**src/hdl/tcw_pkg.sv**
```systemverilog
// tcw_pkg: shared types and constants for the text console character writer
// holds the command codes, character codes, op classes and the queued request record
// no dependencies
`timescale 1ns / 1ps

package tcw_pkg;

    // command codes on the input channel
    localparam logic [1:0] CMD_WRITE  = 2'd0;
    localparam logic [1:0] CMD_READ   = 2'd1;
    localparam logic [1:0] CMD_CLEAR  = 2'd2;
    localparam logic [1:0] CMD_SETCUR = 2'd3;

    // character codes with console meaning
    localparam logic [7:0] CH_NUL   = 8'h00;
    localparam logic [7:0] CH_BS    = 8'h08;
    localparam logic [7:0] CH_LF    = 8'h0A;
    localparam logic [7:0] CH_CR    = 8'h0D;
    localparam logic [7:0] CH_SPACE = 8'h20;
    localparam logic [7:0] CH_ZERO  = 8'h00;

    // request class decided by the front end
    typedef enum logic [2:0] {
        OP_NONE   = 3'd0,
        OP_NUL    = 3'd1,
        OP_LF     = 3'd2,
        OP_BS     = 3'd3,
        OP_PUT    = 3'd4,
        OP_READ   = 3'd5,
        OP_CLEAR  = 3'd6,
        OP_SETCUR = 3'd7
    } op_t;

    // one classified request between front and back
    typedef struct packed {
        op_t        op;
        logic [7:0] char_code;
        logic [4:0] row;
        logic [6:0] col;
        logic       in_range;
    } item_t;

endpackage

```
**src/hdl/tcw_front.sv**
```systemverilog
// tcw_front: accepts requests and classifies them for the back end
// decodes command and character, saturates cursor targets, checks read range
// depends on tcw_pkg
`timescale 1ns / 1ps

module tcw_front #(
    parameter int COLS = 80,
    parameter int ROWS = 25
) (
    input  logic          s_valid,
    output logic          s_ready,
    input  logic [1:0]    s_cmd,
    input  logic [7:0]    s_char_code,
    input  logic [4:0]    s_row,
    input  logic [6:0]    s_col,
    input  logic          init_done,
    output logic          q_push,
    output tcw_pkg::item_t q_item,
    input  logic          q_ready
);
    import tcw_pkg::*;

    // take a request only once the store is initialized and the queue has room
    assign s_ready = q_ready && init_done;
    assign q_push  = s_valid && s_ready;

    // classify the request
    always_comb begin
        q_item           = '0;
        q_item.char_code = s_char_code;
        q_item.row       = s_row;
        q_item.col       = s_col;
        q_item.in_range  = (32'(s_row) < ROWS) && (32'(s_col) < COLS);
        unique case (s_cmd)
            CMD_WRITE: begin
                unique case (s_char_code)
                    CH_CR:   q_item.op = OP_NONE;
                    CH_NUL:  q_item.op = OP_NUL;
                    CH_LF:   q_item.op = OP_LF;
                    CH_BS:   q_item.op = OP_BS;
                    default: q_item.op = OP_PUT;
                endcase
            end
            CMD_READ: q_item.op = OP_READ;
            CMD_CLEAR: q_item.op = OP_CLEAR;
            CMD_SETCUR: begin
                q_item.op  = OP_SETCUR;
                // saturate the cursor target to the screen
                q_item.row = (32'(s_row) > ROWS - 1) ? 5'(ROWS - 1) : s_row;
                q_item.col = (32'(s_col) > COLS - 1) ? 7'(COLS - 1) : s_col;
            end
            default: q_item.op = OP_NONE;
        endcase
    end

endmodule

```
**config.mk**
```make
export PLATFORM = sky130hd
export DESIGN_NAME = tcw_front
export DESIGN_NICKNAME = d
export VERILOG_FILES = /design/src/hdl/tcw_pkg.sv /design/src/hdl/tcw_front.sv
export SDC_FILE = /design/constraint.sdc
export NUM_CORES = 1
export LEC_CHECK = 0
export ABC_AREA = 1
export BUFFER_PORTS_ARGS = -buffer_cell sky130_fd_sc_hd__buf_2
export CORE_AREA = 4 4 41 43
export DETAILED_ROUTE_END_ITERATION = 12
export DIE_AREA = 0 0 45 47
export GPL_TIMING_DRIVEN = 0
export PLACE_DENSITY_LB_ADDON = 0.15
export SYNTH_ARGS = -nofsm -noshare
export SYNTH_HDL_FRONTEND = slang
export SYNTH_SLANG_ARGS = --single-unit
```
**constraint.sdc**
```tcl
create_clock -name vclk -period 0.9
set_input_delay 0.135 -clock vclk [all_inputs]
set_output_delay 0.135 -clock vclk [all_outputs]
set_load 0.005 [all_outputs]
```
==> results.cfg <==
[run_status]
status = finished with violations
violations = negative setup slack

[timing]
worst_slew_margin_rel_pct = 87.5
timing.final.crit_share_pct = 103
fmax_mhz = 1080
slew_violations = 0
hold_violations = 0
rsz0062_at_grt = true
min_period_ps = 928
fin_setup_tns_ps = -91.7
layout_setup_ws_ps = -28.0
worst_pin_slew_ps = 186
setup_viol = 4

[place]
dpl.hpwl_um = 925
place_ws_ps = -99.8
placed_area_um2 = 559
io_buffers = 51
gp_congestion = 0.635

[setup_path]
cpPeakStageDelay_ps = 210
startpoint_type = input port
cp_slowest_cell = or2_1
crit_path_start = s_col[4]
cp-end-kind = primary output
crit_chain = buf_8 -> o21ai_4 -> nor2_4 -> or2_1 -> buf_2
cp_max_fo = 5
crit_arrival_ps = 790
required_ps = 760
endpoint = q_item[2]
path_class = in2out

[route]
num_vias = 507
vias_per_cell = 3.96
ant_nets = 0
drt_iter0_markers = 1
drc = 0
routed_wirelength_um = 1060
wl_per_cell_um = 8.29
drtPass1Iterations = 2

[yosys]
yosysWarnings = 0
synthAdderAreaFrac_pct = 0
synth_simple_gate_area_share_pct = 49.6
synth_nets = 85
synthXorXnorAreaFrac_pct = 0
ys_seq_area_share_pct = 0
synth_cell_type_count = 12
syn-cell-area_um2 = 285
synth_compound_area_share_pct = 8.33
synth_cells = 60
synth.area.mux_share_pct = 0
synth_top_family_by_area = simple AND/OR/NAND/NOR gates
synth.avg_cell_area_um2 = 4.75

[finish]
register_area_um2 = 0
final_util_pct = 53.8
stdcell_area_um2 = 699
final_cell_mix = 42 x buf_2, 12 x inv_1, 11 x buf_4
mostFrequentLayoutCell = buf_2
antennaDiodeCount = 0
num-nets-final = 140
n_clock_buffer = 0
synthToLayoutAreaGrowth_pct = 145
fillerInstances = 149
seq_cells = 0
drive_gt1_share_pct = 64.6

[die]
pin_count = 51
start_util_pct = 21.9
die_y_um = 47
rows = 13
die_area_um2 = 2120
fp.coreArea_um2 = 1300
fp.dieW_um = 45

[global_routing]
overflow = 0
grt_start_max_net_pins = 6
antenna_found_initial = 0
grt_pass1_vias = 422
grt_usage_pct = 8.97
grt_pass1_wl_um = 1540

[pwr]
vdd_drop_max_uv = 148
finalPower_uw = 288
leakage_uw = 0.000421
p_per_area_nw_per_um2 = 412

[min_path]
holdCritPathClass = in2out
min_from = s_col[1]

[flow_run]
max_cap_viol_count = 0

[clock_network]
cts_hold_buf = 0
==> worst min path at each step <==
stage / endpoint / slack (ps) / cells after the start
after floorplan: q_item[10] / 340 / 2
after global placement: q_item[2] / 520 / 3
after detailed placement: q_item[3] / 530 / 3
after CTS: q_item[20] / 520 / 3
after global routing: q_item[17] / 540 / 3
final: q_item[2] / 520 / 3
==> power breakdown <==
group	internal (µW)	total [µW]	switching (µW)	leakage, µW
Combinational	171	288	117	0.000421
Sequential	0	0	0	0
Clock	0	0	0	0
==> kinds of logic after synthesis <==
kind of cell    after synthesis
simple gates                 33
buf+inv                      24
compound gates                3
==> area by class of cell <==
type | count | area (µm²) | area share [%]
Tap cell | 15 | 18.8 | 2.68
Timing Repair Buffer | 53 | 330 | 47.2
Buffer | 11 | 71.3 | 10.2
Inverter | 13 | 48.8 | 6.98
Multi-Input combinational cell | 36 | 230 | 32.9
==> synthesized netlist by cell type <==
master / instances / area [µm²]
buf_4: 8 / 60.1
or2_1: 3 / 18.8
nand3_1: 2 / 10.0
nor2_2: 2 / 12.5
inv_1: 13 / 48.8
nor3_1: 2 / 10.0
o21ai_2: 1 / 8.76
o21a_1: 1 / 7.51
clkbuf_1: 3 / 11.3
nor2_1: 12 / 45.0
o21bai_1: 1 / 7.51
nand2_1: 12 / 45.0
==> repair_timing <==
item | in CTS | in global routing
resized for setup | 9 | 23
pin swaps | 8 | 11
endpoints found under the setup margin | 6 | 11
buffers inserted | 1 | 1
==> per-stage QoR <==
step / std cells / hold slack (ps)
6_report: 128 / 519
5_1_grt: 128 / 540
4_1_cts: 127 / 517
3_5_place_dp: 126 / 526
3_3_place_gp: 126 / 521
2_1_floorplan: 60 / 341
==> routing by layer <==
layer	wire length, µm	global-route usage, %
met1	332	10.3
met2	611	18.4
met3	117	1.15
met4	0	0
met5	0	0
==> critical path: cells and delay by family <==
kind                   cells  cell delay, ps
AOI/OAI and AO/OA          1             160
buffers and inverters      2             220
and+or+nand+nor            2             270
Note: power is estimated with default switching activity, not from simulation.
