### src/hdl/tcw_pkg.sv
// tcw_pkg: shared types and constants for the text console character writer
// holds the command codes, character codes, op classes and the queued request record
// no dependencies
`timescale 1ns / 1ps

package tcw_pkg;

    // command codes on the input channel
    localparam logic [1:0] CMD_WRITE  = 2'd0;
    localparam logic [1:0] CMD_READ   = 2'd1;
    localparam logic [1:0] CMD_CLEAR  = 2'd2;
    localparam logic [1:0] CMD_SETCUR = 2'd3;

    // character codes with console meaning
    localparam logic [7:0] CH_NUL   = 8'h00;
    localparam logic [7:0] CH_BS    = 8'h08;
    localparam logic [7:0] CH_LF    = 8'h0A;
    localparam logic [7:0] CH_CR    = 8'h0D;
    localparam logic [7:0] CH_SPACE = 8'h20;
    localparam logic [7:0] CH_ZERO  = 8'h00;

    // request class decided by the front end
    typedef enum logic [2:0] {
        OP_NONE   = 3'd0,
        OP_NUL    = 3'd1,
        OP_LF     = 3'd2,
        OP_BS     = 3'd3,
        OP_PUT    = 3'd4,
        OP_READ   = 3'd5,
        OP_CLEAR  = 3'd6,
        OP_SETCUR = 3'd7
    } op_t;

    // one classified request between front and back
    typedef struct packed {
        op_t        op;
        logic [7:0] char_code;
        logic [4:0] row;
        logic [6:0] col;
        logic       in_range;
    } item_t;

endpackage

### src/hdl/tcw_queue.sv
// tcw_queue: two-entry queue of classified requests between front and back
// lets the front keep accepting while the back is busy
// depends on tcw_pkg
`timescale 1ns / 1ps

module tcw_queue (
    input  logic           aclk,
    input  logic           aresetn,
    input  logic           push,
    input  tcw_pkg::item_t push_item,
    output logic           push_ready,
    input  logic           pop,
    output tcw_pkg::item_t pop_item,
    output logic           pop_valid
);
    import tcw_pkg::*;

    item_t      slot_reg [2];
    logic       wr_ptr_reg, wr_ptr_next;
    logic       rd_ptr_reg, rd_ptr_next;
    logic [1:0] count_reg, count_next;
    logic       do_push, do_pop;

    assign push_ready = (count_reg != 2'd2);
    assign pop_valid  = (count_reg != 2'd0);
    assign pop_item   = slot_reg[rd_ptr_reg];
    assign do_push    = push && push_ready;
    assign do_pop     = pop && pop_valid;

    // pointer and count update
    always_comb begin
        wr_ptr_next = do_push ? ~wr_ptr_reg : wr_ptr_reg;
        rd_ptr_next = do_pop ? ~rd_ptr_reg : rd_ptr_reg;
        count_next  = count_reg;
        if (do_push && !do_pop) begin
            count_next = count_reg + 2'd1;
        end else if (do_pop && !do_push) begin
            count_next = count_reg - 2'd1;
        end
    end

    always_ff @(posedge aclk) begin
        if (!aresetn) begin
            wr_ptr_reg <= 1'b0;
            rd_ptr_reg <= 1'b0;
            count_reg  <= 2'd0;
        end else begin
            wr_ptr_reg <= wr_ptr_next;
            rd_ptr_reg <= rd_ptr_next;
            count_reg  <= count_next;
        end
    end

    // storage slots
    always_ff @(posedge aclk) begin
        if (do_push) begin
            slot_reg[wr_ptr_reg] <= push_item;
        end
    end

endmodule

### config.mk
export PLATFORM = sky130hd
export DESIGN_NAME = tcw_queue
export DESIGN_NICKNAME = d
export VERILOG_FILES = /design/src/hdl/tcw_pkg.sv /design/src/hdl/tcw_queue.sv
export SDC_FILE = /design/constraint.sdc
export NUM_CORES = 1
export LEC_CHECK = 0
export ABC_AREA = 1
export BUFFER_PORTS_ARGS = -buffer_cell sky130_fd_sc_hd__buf_2
export CORE_AREA = 2 2 71 73
export DETAILED_ROUTE_END_ITERATION = 12
export DIE_AREA = 0 0 73 75
export PLACE_DENSITY = 0.66
export SLEW_MARGIN = 10
export SYNTH_ARGS = -nofsm -noshare
export SYNTH_HDL_FRONTEND = slang
export SYNTH_SLANG_ARGS = --single-unit
### constraint.sdc
create_clock -name aclk -period 2.3 [get_ports aclk]
set_input_delay 0.23 -clock aclk [delete_from_list [all_inputs] [get_ports aclk]]
set_output_delay 0.23 -clock aclk [all_outputs]
set_load 0.02 [all_outputs]
==> summary.md <==
| Metric | Value |
|---|---|
| DRT iter0 DRCs | 50 |
| Total global-route track usage | 0.127 |
| Seq cells post-synth | 53 |
| Most frequent cells in the layout | buf_2 (53), edfxtp_1 (48), mux2_4 (20) |
| First-pass GRT wire length | 5050 um |
| RSZ-0062 raised after global routing | false |
| Hold Crit Class | input pin to flop |
| CP arrival | 1.41 ns |
| Final number of setup-violating endpoints | 0 |
| Largest net degree at the start of global routing | 25 |
| Post-route cell area | 2480 sq um |
| Count of filler cells inserted in the layout | 373 |
| Cell depth of the worst flop-to-flop path | 10 |
| Worst hold start | push_item[20] |
| Die H | 75 um |
| Post-CTS Resized | 0 |
| Placed inst area | 2400 sq um |
| Pwr per Cell Area | 1060 nW/um^2 |
| First-pass iteration count of the detailed router | 4 |
| Post-CTS Setup Inserts | 0 |
| Max reg flops | 48 |
| Delay-heaviest family, CP | buffers and inverters |
| Total grt overflow | 0 |
| Root buf cell | clkbuf_8 |
| Initial antenna violation count | 0 |
| Commonest non-fill, non-tap cell in the layout | buf_2 |
| Critical path class | flop to output port |
| Leakage | 1.00 nW |
| Antenna viol nets, final | 0 |
| Post-detailed-route DRC marker count | 0 |
| Top Ports | 54 |
| Layout Nets | 202 |
| Worst r2r dst | count_reg[1] |
| CP bufs+invs | 2 |
| Worst Max-Slew Pin Slew | 0.338 ns |
| Die area | 5480 sq um |
| Initial core utilization | 0.446 |
| CTS Buffer Depth | 2 |
| Cell count after placement | 220 |
| YS warnings | 0 |
| Routed WL per cell | 14.5 um |
| Reg clk slew, reported paths | 0.09 ns |
| Synth Net Count | 141 |
| FF-to-FF setup slack | 0.87 ns |
| H-tree depth | 2 |
| Register area share after synthesis | 0.741 |
| R2r startpoint | count_reg[0] |
| Vias per cell | 4.78 |
| Startpoint Class | flop |
| CP Data Required Time | 2.07 ns |
| Number of buffers created by CTS | 5 |
| Max Fclk | 611 MHz |
| Max FO, Critical Path | 13 |
| Period Utilization, post-route | 0.711 |
| CP max stage delay | 0.36 ns |
| # diodes | 0 |
| Status | complete, no violations |
| Post-synthesis cell type count | 17 |
| Port Buffer Count | 53 |
| Layout Cells excl Fill | 228 |
| Worst-Skew Late Latency | 0.30 ns |
| Mapped Area | 2080 sq um |
| Rows | 25 |
| Slowest library cell on the worst path | mux2_2 |
| Critical path capture point type | output port |
| Final wirelength | 3300 um |
| Max-cap violations | 0 |
| Setup TNS Final | 0 ns |
| Layout cells sized above 1 | 0.529 |
| Post-route total power | 2.62 mW |
| Slew Limit Fails | 0 |
| Core ar. | 4660 sq um |
| Worst slew margin | 0.775 |
| Setup Skew | 0.00597 ns |
| Final hold vios | 0 |
| Clock sinks | 53 |
| Post-DP HPWL | 2290 um |
| Mean Syn Cell Area | 18.6 sq um |
| Routability cong. | 0.663 |
| CTS Hold Buffers Added | 0 |
| Syn Inst Count | 112 |
| Die Width | 73 um |
| Min Tclk post-route | 1.64 ns |
| Detailed-route via count | 1089 |
| Hold Path End | slot_reg[0][20] |
| Area grow syn2layout | 19.4% |
| Vias in the first global route | 1132 |
| Hold Crit Depth | 1 |
| VDD IR max | 0.564 mV |
| TritonCTS clock tree | done |
| Crit-path cells | buf_4, mux2_2, buf_2 |
[worst reg2reg max path, stage by stage, from the launching register on]
cell	delay (ns)
dfxtp_1	0.35
inv_2	0.09
nand2_1	0.08
nand2_2	0.11
inv_1	0.07
ha_1	0.32
inv_1	0.10
nand3_1	0.08
nand2_1	0.06
inv_1	0.04
nor2_1	0.08
[power by group]
group | leakage (nW) | switching [mW] | internal, mW
logic | 0.475 | 0.489 | 0.361
registers | 0.489 | 0.0492 | 1.22
clock network | 0.0374 | 0.289 | 0.215
total | 1.00 | 0.827 | 1.79
[synth_stat cells, drive strengths merged]
cell | count | area share
edfxtp | 48 | 0.69
mux2 | 24 | 0.17
nand2 | 9 | 0.017
inv | 8 | 0.014
nor2 | 8 | 0.014
dfxtp | 5 | 0.048
buf | 3 | 0.025
o21ai | 2 | 0.0048
a21oi | 1 | 0.0024
ha | 1 | 0.0060
nand3 | 1 | 0.0024
nand4 | 1 | 0.0030
o21a | 1 | 0.0036
[cell families (layout without fill, tap and decap cells)]
logic type      count (synthesis)  count (layout)  share of synthesized area
compound gates                  4               4                     0.0108
fa+ha+maj                       1               1                    0.00601
buf+inv                        11              73                     0.0391
flops                          53              53                      0.741
mux                            24              24                      0.166
simple gates                   19              19                     0.0373
[metal layers]
metal | wire [um] | vias up | global-route usage
met4 | 36 | 0 | 0.0556
met5 | 0 | - | 0
li1 | - | 526 | -
met1 | 1330 | 513 | 0.142
met2 | 1740 | 46 | 0.228
met3 | 189 | 4 | 0.0348
[how the worst max path moves through the flow]
stage / slack, ns / depth (start not counted) / to / start
after CTS: 0.64 / 3 / pop_item[21] / flop
final: 0.66 / 3 / pop_item[21] / flop
after global placement: 1.0 / 3 / pop_item[21] / flop
after global routing: 0.58 / 3 / pop_item[16] / flop
after detailed placement: 0.90 / 10 / count_reg[1] / count_reg[0]
after floorplan: 0.18 / 4 / slot_reg[1][0] / count_reg[0]
[per-stage QoR]
step                hold WS, ns  setup WS [ns]  utilization
finish                    0.115          0.665        0.533
global route             0.0970          0.580        0.533
CTS                       0.102          0.639        0.533
detailed placement        0.424          0.903        0.514
global placement          0.419          0.997        0.514
floorplan                 0.329          0.177            -
[layout make-up]
| cell class | count | area, sq um | share of cell area |
|---|---|---|---|
| Sequential cell | 53 | 1540 | 0.620 |
| Timing Repair Buffer | 57 | 295 | 0.119 |
| Clock buffer | 6 | 72.6 | 0.0292 |
| Multi-Input combinational cell | 48 | 463 | 0.186 |
| Tap cell | 54 | 67.6 | 0.0272 |
| Inverter | 8 | 30.0 | 0.0121 |
| Clock inverter | 2 | 15.0 | 0.00604 |
No activity file was read; power rests on OpenSTA's default activity.
